### src/rtl/cantxs_pkg.sv
`default_nettype none

package cantxs_pkg;

	// Number of transmit buffers in the table.
	localparam int TX_ENTRIES = 16;
	localparam int IDX_W      = (TX_ENTRIES > 1) ? $clog2(TX_ENTRIES) : 1;
	// The scan counter must also hold TX_ENTRIES itself.
	localparam int SCAN_W     = $clog2(TX_ENTRIES + 1);

	localparam int ID_W    = 11;
	localparam int LEN_W   = 4;
	localparam int ENTRY_W = 4;
	localparam int CNT_W   = 8;

	localparam logic [CNT_W-1:0] CNT_MAX = '1;

	localparam int S_DATA_W = 24;
	localparam int S_USER_W = 2;
	localparam int M_DATA_W = 32;

	typedef enum logic [1:0] {
		FN_INIT,
		FN_SEND,
		FN_POLL,
		FN_CLEAR
	} func_t;

	typedef enum logic [1:0] {
		TXS_OK,
		TXS_OVERFLOW,
		TXS_WRITE_ERR
	} status_t;

	typedef enum logic [1:0] {
		DROP_NONE,
		DROP_INHIBIT,
		DROP_SYNC
	} drop_t;

	// One transmit buffer as it sits in the RAM.
	typedef struct packed {
		logic             sync;
		logic [LEN_W-1:0] len;
		logic             rtr;
		logic [ID_W-1:0]  id;
	} buf_t;

	localparam int BUF_W = $bits(buf_t);

	// Result of one request, lowest field in the lowest bits.
	typedef struct packed {
		logic [1:0]         sync_dropped;
		logic [LEN_W-1:0]   tx_len;
		logic               tx_rtr;
		logic [ID_W-1:0]    tx_id;
		logic [ENTRY_W-1:0] tx_entry;
		logic               tx_valid;
		logic               overflow_report;
		logic [1:0]         status;
	} result_t;

	localparam int RES_W = $bits(result_t);

	typedef enum logic [2:0] {
		S_IDLE,
		S_INIT,
		S_SEND_RD,
		S_SEND_EX,
		S_START,
		S_SCAN,
		S_FINISH
	} state_t;

	// Commands from the controller to the datapath.
	typedef struct packed {
		logic capture;
		logic init_wr;
		logic send_rd;
		logic send_ex;
		logic op_start;
		logic scan_run;
		logic finish_load;
	} cmd_t;

	// Status from the datapath to the controller.
	typedef struct packed {
		func_t in_func;
		logic  in_entry_ok;
		logic  scan_needed;
		logic  scan_done;
		logic  out_free;
	} sts_t;

endpackage

`default_nettype wire

### src/rtl/cantxs_ram.sv
`default_nettype none

module cantxs_ram #(
	parameter int WIDTH = 8,
	parameter int DEPTH = 16
) (
	input  logic                                     clk,
	input  logic                                     we,
	input  logic [((DEPTH > 1) ? $clog2(DEPTH) : 1)-1:0] waddr,
	input  logic [WIDTH-1:0]                         wdata,
	input  logic [((DEPTH > 1) ? $clog2(DEPTH) : 1)-1:0] raddr,
	output logic [WIDTH-1:0]                         rdata
);

	logic [WIDTH-1:0] mem_q [DEPTH];
	logic [WIDTH-1:0] rdata_q;

	always_ff @(posedge clk) begin
		if (we) begin
			mem_q[waddr] <= wdata;
		end
		rdata_q <= mem_q[raddr];
	end

	assign rdata = rdata_q;

endmodule

`default_nettype wire

### src/rtl/cantxs_ctrl.sv
`default_nettype none

module cantxs_ctrl (
	input  logic              clk,
	input  logic              arst_n,
	input  logic              s_tvalid,
	output logic              s_tready,
	input  cantxs_pkg::sts_t  sts,
	output cantxs_pkg::cmd_t  cmd
);

	import cantxs_pkg::*;

	state_t state_q;
	state_t state_d;
	logic   accept;

	assign s_tready = (state_q == S_IDLE);
	assign accept   = s_tvalid && s_tready;

	always_ff @(posedge clk or negedge arst_n) begin
		if (!arst_n) begin
			state_q <= S_IDLE;
		end else begin
			state_q <= state_d;
		end
	end

	// Next state.
	always_comb begin
		state_d = state_q;
		case (state_q)
			S_IDLE: begin
				if (accept) begin
					case (sts.in_func)
						FN_INIT:  state_d = sts.in_entry_ok ? S_INIT : S_FINISH;
						FN_SEND:  state_d = sts.in_entry_ok ? S_SEND_RD : S_FINISH;
						default:  state_d = S_START;
					endcase
				end
			end
			S_INIT:    state_d = S_FINISH;
			S_SEND_RD: state_d = S_SEND_EX;
			S_SEND_EX: state_d = S_FINISH;
			S_START:   state_d = sts.scan_needed ? S_SCAN : S_FINISH;
			S_SCAN: begin
				if (sts.scan_done) begin
					state_d = S_FINISH;
				end
			end
			S_FINISH: begin
				if (sts.out_free) begin
					state_d = S_IDLE;
				end
			end
			default:   state_d = S_IDLE;
		endcase
	end

	// Commands.
	always_comb begin
		cmd = '0;
		case (state_q)
			S_IDLE:    cmd.capture     = accept;
			S_INIT:    cmd.init_wr     = 1'b1;
			S_SEND_RD: cmd.send_rd     = 1'b1;
			S_SEND_EX: cmd.send_ex     = 1'b1;
			S_START:   cmd.op_start    = 1'b1;
			S_SCAN:    cmd.scan_run    = 1'b1;
			S_FINISH:  cmd.finish_load = sts.out_free;
			default:   cmd = '0;
		endcase
	end

	// A taken request always leaves idle.
	a_accept_leaves_idle: assert property (@(posedge clk) disable iff (!arst_n)
		accept |=> state_q != S_IDLE)
		else $error("accepted request did not leave idle");

endmodule

`default_nettype wire

### src/rtl/cantxs_dp.sv
`default_nettype none

module cantxs_dp (
	input  logic                               clk,
	input  logic                               arst_n,
	input  cantxs_pkg::cmd_t                   cmd,
	output cantxs_pkg::sts_t                   sts,
	input  logic [cantxs_pkg::S_DATA_W-1:0]    s_tdata,
	input  logic [cantxs_pkg::S_USER_W-1:0]    s_tuser,
	output logic                               m_tvalid,
	input  logic                               m_tready,
	output logic [cantxs_pkg::M_DATA_W-1:0]    m_tdata
);

	import cantxs_pkg::*;

	// Captured request.
	func_t              op_q;
	logic [ENTRY_W-1:0] entry_q;
	logic [ID_W-1:0]    id_q;
	logic               rtr_q;
	logic [LEN_W-1:0]   len_q;
	logic               sync_q;
	logic               room_q;
	logic               ok_q;

	// Scheduler state.
	logic [TX_ENTRIES-1:0] pending_q;
	logic [TX_ENTRIES-1:0] pending_d;
	logic [CNT_W-1:0]      count_q;
	logic [CNT_W-1:0]      count_d;
	logic                  inhibit_q;
	logic                  inhibit_d;
	logic                  first_q;
	logic                  first_d;

	// Scan over the table.
	logic [SCAN_W-1:0] scan_q;
	logic              rd_vld_s1;
	logic [IDX_W-1:0]  rd_addr_s1;
	logic              scan_more;
	logic              scan_issue;

	result_t res_q;
	result_t res_d;
	result_t m_res_q;
	logic    m_tvalid_q;

	logic [IDX_W-1:0] idx;
	logic [IDX_W-1:0] ram_raddr;
	logic [BUF_W-1:0] ram_rdata;
	buf_t             rbuf;
	buf_t             wbuf;
	logic             pend_e;
	logic             pend_s;
	logic             eval;
	logic             poll_hit;
	logic             last_eval;

	assign idx    = IDX_W'(entry_q);
	assign rbuf   = buf_t'(ram_rdata);
	assign pend_e = pending_q[idx];
	assign pend_s = pending_q[rd_addr_s1];

	assign eval      = cmd.scan_run && rd_vld_s1;
	assign poll_hit  = eval && (op_q == FN_POLL) && pend_s;
	assign last_eval = eval && (rd_addr_s1 == IDX_W'(TX_ENTRIES - 1));
	assign scan_more = scan_q < SCAN_W'(TX_ENTRIES);
	assign scan_issue = cmd.scan_run && scan_more && !sts.scan_done;

	always_comb begin
		sts.in_func     = func_t'(s_tuser);
		sts.in_entry_ok = int'(s_tdata[3:0]) < TX_ENTRIES;
		sts.scan_needed = (op_q == FN_POLL) ? (room_q && (count_q != '0)) : (count_q != '0);
		sts.scan_done   = poll_hit || last_eval;
		sts.out_free    = !m_tvalid_q || m_tready;
	end

	assign wbuf.sync = sync_q;
	assign wbuf.len  = len_q;
	assign wbuf.rtr  = rtr_q;
	assign wbuf.id   = id_q;

	assign ram_raddr = cmd.send_rd ? idx : scan_q[IDX_W-1:0];

	cantxs_ram #(
		.WIDTH (BUF_W),
		.DEPTH (TX_ENTRIES)
	) u_buf_ram (
		.clk   (clk),
		.we    (cmd.init_wr),
		.waddr (idx),
		.wdata (wbuf),
		.raddr (ram_raddr),
		.rdata (ram_rdata)
	);

	// Next values of the scheduler state and of the result under construction.
	always_comb begin
		pending_d = pending_q;
		count_d   = count_q;
		inhibit_d = inhibit_q;
		first_d   = first_q;
		res_d     = res_q;

		if (cmd.capture) begin
			res_d = '0;
		end

		if (cmd.init_wr) begin
			pending_d[idx] = 1'b0;
		end

		if (cmd.send_ex) begin
			res_d.status          = pend_e ? TXS_OVERFLOW : TXS_OK;
			res_d.overflow_report = pend_e && !first_q;
			if ((count_q == '0) && room_q) begin
				inhibit_d      = rbuf.sync;
				res_d.tx_valid = 1'b1;
				res_d.tx_entry = ENTRY_W'(idx);
				res_d.tx_id    = rbuf.id;
				res_d.tx_rtr   = rbuf.rtr;
				res_d.tx_len   = rbuf.len;
				if (!ok_q) begin
					res_d.status = TXS_WRITE_ERR;
				end
			end else begin
				pending_d[idx] = 1'b1;
				if (count_q != CNT_MAX) begin
					count_d = count_q + 1'b1;
				end
			end
		end

		if (cmd.op_start) begin
			if (op_q == FN_POLL) begin
				if (room_q) begin
					first_d   = 1'b0;
					inhibit_d = 1'b0;
				end
			end else if (inhibit_q) begin
				inhibit_d          = 1'b0;
				res_d.sync_dropped = DROP_INHIBIT;
			end
		end

		if (eval) begin
			if (op_q == FN_POLL) begin
				if (pend_s) begin
					inhibit_d      = rbuf.sync;
					res_d.tx_valid = 1'b1;
					res_d.tx_entry = ENTRY_W'(rd_addr_s1);
					res_d.tx_id    = rbuf.id;
					res_d.tx_rtr   = rbuf.rtr;
					res_d.tx_len   = rbuf.len;
					if (ok_q) begin
						pending_d[rd_addr_s1] = 1'b0;
						count_d               = count_q - 1'b1;
					end
				end else if (last_eval) begin
					// Nothing pending after all: the count was stale.
					count_d = '0;
				end
			end else if (pend_s && rbuf.sync) begin
				pending_d[rd_addr_s1] = 1'b0;
				if (count_q != '0) begin
					count_d = count_q - 1'b1;
				end
				res_d.sync_dropped = DROP_SYNC;
			end
		end
	end

	always_ff @(posedge clk or negedge arst_n) begin
		if (!arst_n) begin
			pending_q  <= '0;
			count_q    <= '0;
			inhibit_q  <= 1'b0;
			first_q    <= 1'b1;
			scan_q     <= '0;
			rd_vld_s1  <= 1'b0;
			m_tvalid_q <= 1'b0;
		end else begin
			pending_q <= pending_d;
			count_q   <= count_d;
			inhibit_q <= inhibit_d;
			first_q   <= first_d;
			if (cmd.op_start) begin
				scan_q    <= '0;
				rd_vld_s1 <= 1'b0;
			end else begin
				rd_vld_s1 <= scan_issue;
				if (scan_issue) begin
					scan_q <= scan_q + 1'b1;
				end
			end
			if (cmd.finish_load) begin
				m_tvalid_q <= 1'b1;
			end else if (m_tready) begin
				m_tvalid_q <= 1'b0;
			end
		end
	end

	always_ff @(posedge clk) begin
		if (cmd.capture) begin
			op_q    <= func_t'(s_tuser);
			entry_q <= s_tdata[3:0];
			id_q    <= s_tdata[14:4];
			rtr_q   <= s_tdata[15];
			len_q   <= s_tdata[19:16];
			sync_q  <= s_tdata[20];
			room_q  <= s_tdata[21];
			ok_q    <= s_tdata[22];
		end
		if (scan_issue) begin
			rd_addr_s1 <= scan_q[IDX_W-1:0];
		end
		res_q <= res_d;
		if (cmd.finish_load) begin
			m_res_q <= res_q;
		end
	end

	assign m_tvalid = m_tvalid_q;
	assign m_tdata  = {(M_DATA_W - RES_W)'(0), m_res_q};

	// Every pending buffer is counted at least once.
	a_count_covers_pending: assert property (@(posedge clk) disable iff (!arst_n)
		$countones(pending_q) <= int'(count_q))
		else $error("pending count below number of pending buffers");

	// A poll whose frame the hardware took retires that buffer.
	a_poll_retires: assert property (@(posedge clk) disable iff (!arst_n)
		(poll_hit && ok_q) |=> !pending_q[$past(rd_addr_s1)])
		else $error("polled buffer still pending after accepted write");

	// A frame handed to hardware never comes with a sync drop report.
	a_tx_no_drop: assert property (@(posedge clk) disable iff (!arst_n)
		(m_tvalid_q && m_res_q.tx_valid) |-> (m_res_q.sync_dropped == DROP_NONE))
		else $error("transmit result carries a sync drop report");

endmodule

`default_nettype wire

### src/rtl/can_tx_buffer_scheduler.sv
// CAN transmit buffer scheduler.
// Requests enter on the s_ stream: s_tuser carries the operation (init, send,
// poll or clear) and s_tdata the buffer index, the frame header to program,
// and the hardware room and write acknowledge flags. Every request yields
// exactly one result on the m_ stream, in request order.
// An init request passes through a write state, a send request through a
// RAM read state and an evaluate state, and a poll or clear through a start
// state and, if a scan is needed, a scan state, before its result is loaded.
// The scan walks the buffer RAM one entry a cycle through its registered
// read port; a poll stops at the lowest pending buffer. One request is in
// work at a time, so a new request is taken only once the last result has
// been loaded into the output register.
// A finished result sits in an output register, so the next request is taken
// while the receiver still holds off m_tready. If the output register is
// still full when the next result is ready, the block waits and takes no
// further request until the receiver drains it.
// Reset clears all pending flags and the pending count, drops the sync
// inhibit and marks the first message as not yet sent; buffer headers are
// undefined until programmed by an init request. No reset sweep is needed.
`default_nettype none

module can_tx_buffer_scheduler (
	input  logic                                   clk,
	input  logic                                   arst_n,
	input  logic                                   s_tvalid,
	output logic                                   s_tready,
	// entry, can_id, remote_req, byte_count, sync_bit, hw_room, write_ok, zero pad
	input  logic [cantxs_pkg::S_DATA_W-1:0]        s_tdata,
	// func
	input  logic [cantxs_pkg::S_USER_W-1:0]        s_tuser,
	output logic                                   m_tvalid,
	input  logic                                   m_tready,
	// status, overflow_report, tx_valid, tx_entry, tx_id, tx_rtr, tx_len,
	// sync_dropped, zero pad
	output logic [cantxs_pkg::M_DATA_W-1:0]        m_tdata
);

	import cantxs_pkg::*;

	// The controller sequences each request; the datapath holds the buffer RAM,
	// the pending flags and counters, and the output register.
	cmd_t cmd;
	sts_t sts;

	cantxs_ctrl u_ctrl (
		.clk      (clk),
		.arst_n   (arst_n),
		.s_tvalid (s_tvalid),
		.s_tready (s_tready),
		.sts      (sts),
		.cmd      (cmd)
	);

	cantxs_dp u_dp (
		.clk      (clk),
		.arst_n   (arst_n),
		.cmd      (cmd),
		.sts      (sts),
		.s_tdata  (s_tdata),
		.s_tuser  (s_tuser),
		.m_tvalid (m_tvalid),
		.m_tready (m_tready),
		.m_tdata  (m_tdata)
	);

endmodule

`default_nettype wire
### config.mk
export PLATFORM = sky130hd
export DESIGN_NAME = can_tx_buffer_scheduler
export DESIGN_NICKNAME = d
export VERILOG_FILES = /design/src/rtl/cantxs_pkg.sv /design/src/rtl/cantxs_ram.sv /design/src/rtl/cantxs_ctrl.sv /design/src/rtl/cantxs_dp.sv /design/src/rtl/can_tx_buffer_scheduler.sv
export SDC_FILE = /design/constraint.sdc
export NUM_CORES = 1
export LEC_CHECK = 0
export BUFFER_PORTS_ARGS = -buffer_cell sky130_fd_sc_hd__buf_4
export CORE_ASPECT_RATIO = 1.2
export CORE_UTILIZATION = 60
export CTS_CLUSTER_SIZE = 30
export DETAILED_ROUTE_END_ITERATION = 12
export PLACE_DENSITY = 0.78
export SYNTH_ARGS = -nofsm -noshare
export SYNTH_HDL_FRONTEND = slang
export SYNTH_HIERARCHICAL = 1
export SYNTH_SLANG_ARGS = --single-unit
### constraint.sdc
create_clock -name clk -period 11.95 [get_ports clk]
set_input_delay 0.5975 -clock clk [delete_from_list [all_inputs] [get_ports clk]]
set_output_delay 0.5975 -clock clk [all_outputs]
set_load 0.1 [all_outputs]
==> Implementation_results.wiki <==
{| class="wikitable"
! Metric !! Value
|-
| Part of the Yosys area used for sequential elements || 70.9%
|-
| Largest net degree at the start of global routing || 69
|-
| Residual antenna-violating net count after detailed routing || 0
|-
| Combinational family with the most area after synthesis || multiplexers
|-
| Vias per cell || 6.53
|-
| Width of the chip || around 150 um
|-
| VDD IR-drop max || 0.000148 V
|-
| R2R Path Start || u_ctrl/state_q[1]$_DFFE_PN0P_
|-
| # IOs || 64
|-
| Synthesized instance count || 961
|-
| Hold Vio Cnt, Final || 0
|-
| Max-slew headroom at the worst pin || 24.9%
|-
| PortBufs || 56
|-
| R2R setup slack || 7.98 ns
|-
| Clock net sink count || 406
|-
| Post-synthesis instance area || 0.0164 mm^2
|-
| Run status || finished clean
|-
| Pwr/cell area || about 230 mW/mm^2
|-
| Crit path DAT || 4.34 ns
|-
| Average footprint of a synthesized cell || between 15 and 20 um^2
|-
| Aggregate global routing overflow || 0
|-
| Mux cell area share after synthesis || between 10% and 20%
|-
| Clock root buffer master || clkbuf_16
|-
| Utilization of the core after routing || 69.4%
|-
| Layout cell share with drive strength beyond 1 || 26.1%
|-
| Number of distinct library cells after synthesis || 83
|-
| Hold WS || 0.0302 ns
|-
| Required @ worst endpoint || 12.32 ns
|-
| CTS tree || yes
|-
| Number of enable-type register cells in the synthesized netlist || 330
|-
| Flip-flop and latch count after synthesis || around 410
|-
| Number of buffers inserted by hold repair at cts || 0
|-
| Element type at the critical path end || register
|-
| Area growth from synthesis to layout || 12.7%
|-
| Routed Wire Length || 36.0 mm
|-
| Total of max-cap violations || 0
|-
| Crit share post-route || 33.2%
|-
| Pre-Repair DR Iteration Count || 5
|-
| Initial detailed-routing violation count || 960
|-
| Number of design rule violations left after detail routing || 0
|-
| Post-Route Setup TNS || 0 ns
|-
| Number of H-tree branching levels || 2
|-
| Final critical path time including I/O delays and setup || about 4.0 ns
|-
| Core ar. || 0.0266 mm^2
|-
| Clock buffers created by TritonCTS || 39
|-
| Leading register cell type out of synthesis || edfxtp_1
|-
| Routed length per placed instance || 25.7 um
|-
| Largest driver fanout on the critical path || 38
|-
| Start point of the critical path || u_ctrl/state_q[1]$_DFFE_PN0P_
|-
| Clock latency of the later-clocked register in the worst-skew pair || 0.54 ns
|-
| Simple-gate share of the synthesized area || 7.29%
|-
| R2r worst-path depth || 7
|-
| Critical path start-end classification || register to register
|-
| Fmax || roughly 250 MHz
|-
| Number of max-slew violations in the final report || 0
|-
| Die outline height || 183 um
|-
| Row count || 65
|-
| CTS max path bufs || 3
|-
| Detailed-placement wirelength estimate || 20.6 mm
|-
| Count of vias placed by the detailed router || 9152
|-
| Die ar. || 0.0280 mm^2
|-
| Parity-gate share of the synthesized area counting xor and xnor cells || 0.160%
|-
| Biggest area contributors in the synthesized netlist || edfxtp_1 (60%), mux4_2 (9.6%), dfrtp_1 (5.3%), dfxtp_1 (4.9%), a22oi_1 (2.2%)
|-
| Fraction of the mapped netlist area in adder cells || 0.305%
|-
| Total routing resource utilization after global routing || a little over a quarter
|-
| Area share of the largest cell type after synthesis || 60.5%
|-
| First-pass GRT wire length || 55.0 mm
|-
| YS warnings || 6
|-
| Transition time at the pin with the least slew margin || roughly 1.1 ns
|-
| Reg-to-Reg End || u_dp/u_buf_ram/rdata[6]$_DFF_P_
|-
| CTS clock-pin slew for the worst setup and hold paths || about 0.060 ns
|-
| Category of the worst setup path launch point || register
|-
| Post-CTS Resized || 0
|-
| Worst hold-check path type || input port to asynchronous set/reset pin
|-
| Maximum clock skew at final layout || 0.0161 ns
|-
| Synth async-reset ratio || 8.87%
|-
| Post-CTS repair timing setup buffer count || 0
|-
| Cell type with the largest total area after synthesis || edfxtp_1
|-
| Leakage dissipation || about 0.0063 uW
|-
| Net total in the final layout || 1070
|-
| Antenna Diode Count || 0
|-
| Number of antenna violations at the first check in global routing || 0
|-
| Placer's final routability congestion estimate || 0.910
|-
| Unrepaired setup endpoints after global routing || no
|-
| Initial cell density of the core || 61.6%
|-
| # setup viols final || 0
|-
| Compound-cell area share of the yosys netlist || under 10%
|-
| Via count of the first global-routing pass || just over 9k
|}
-- sequential cells by signal, summed over array words and instances (netlist names), 5 cells and up --
signal,flops
u_dp/pending_q,16
u_dp/id_q,11
u_dp/u_buf_ram/rdata,17
u_dp/scan_q,5
u_dp/count_q,8
u_dp/m_tdata,26
u_dp/u_buf_ram/mem_q,272
u_dp/res_q,26
-- per-stage QoR --
step           std cells  area, um^2  total power, uW  setup slack (ns)
6_report            1402       18500             4310              7.98
5_1_grt             1402       18500             4490              7.66
4_1_cts             1402       18500             4330              7.89
3_5_place_dp        1330       17200             3100              8.00
3_3_place_gp        1330       17200             3070              8.03
2_1_floorplan        966       16400             2830              8.16
-- per-layer routing --
layer	global-route usage [%]	vias to the layer above	part of all wire, %	wire length (um)
li1	-	3974	-	-
met1	35.3	4640	39	14100
met2	45.2	441	50	18100
met3	4.51	97	7.4	2670
met4	9.33	0	3.2	1140
met5	0	-	0	0
-- kinds of logic (layout without fill, tap and decap cells) --
kind of cell	Yosys count	after routing
buffers and inverters	64	165
muxes	105	105
AOI/OAI and AO/OA	151	151
other	2	7
adders and majority gates	4	4
DFF	406	406
and+or+nand+nor	226	226
xor gates and xnor gates	3	3
-- area by class of cell --
class,count,area [um^2]
tap,335,419
clock buffer,52,1070
inverter,10,37.5
sequential,406,11600
clock inverter,20,213
timing repair buffer,83,623
multi-input combinational,496,4480
fill,1667,8130
-- synth_stat cells (5+ instances only) --
cell type and n:
a21oi_1 16, a22oi_1 49, and3_1 9, buf_2 13, buf_4 10, buf_6 5, clkbuf_1 21, dfrtp_1 35
dfxtp_1 40, edfxtp_1 330, inv_1 10, mux2_2 25, mux2i_1 6, mux4_2 70, nand2_1 60, nand2b_1 12
nand3_1 14, nand3b_1 6, nor2_1 39, nor2b_1 27, nor3_1 20, o211ai_1 5, o21ai_0 32
-- power breakdown --
group / switching [uW] / internal, uW / total, uW / leakage [uW]
Clock: 519 / 704 / 1220 / 0.000626
Sequential: 132 / 1730 / 1860 / 0.00379
Combinational: 752 / 475 / 1230 / 0.00191
-- cell usage in the layout (no fill, tap or decap), types with 9 or more instances in the layout --
cell,synthesis,layout
edfxtp_1,330,330
buf_4,10,83
mux4_2,70,70
nand2_1,60,60
a22oi_1,49,49
dfxtp_1,40,40
clkbuf_16,0,39
dfrtp_1,35,35
o21ai_0,32,32
nor2_1,39,27
nor2b_1,27,27
mux2_2,25,24
a21oi_1,16,16
nor3_1,20,14
nand3_1,14,14
nand2b_1,12,12
nor2_2,0,12
inv_1,10,10
and3_1,9,9
-- worst max-delay path by stage --
stage / endpoint / cells after the start
after floorplan: u_dp/res_q[4]$_DFF_P_ / 6
after global placement: u_dp/u_buf_ram/rdata[6]$_DFF_P_ / 7
after detailed placement: u_dp/u_buf_ram/rdata[6]$_DFF_P_ / 7
after CTS: u_dp/u_buf_ram/rdata[6]$_DFF_P_ / 7
after global routing: u_dp/u_buf_ram/rdata[6]$_DFF_P_ / 7
final: u_dp/u_buf_ram/rdata[6]$_DFF_P_ / 7
-- critical path: stages (launching register included) --
cell	delay, ns
dfrtp_1	0.52
inv_1	0.19
nor3_1	0.55
mux2_4	0.70
buf_4	0.73
mux4_1	0.66
a22oi_1	0.21
nand2_1	0.20
No activity file was read; power rests on OpenSTA's default activity.
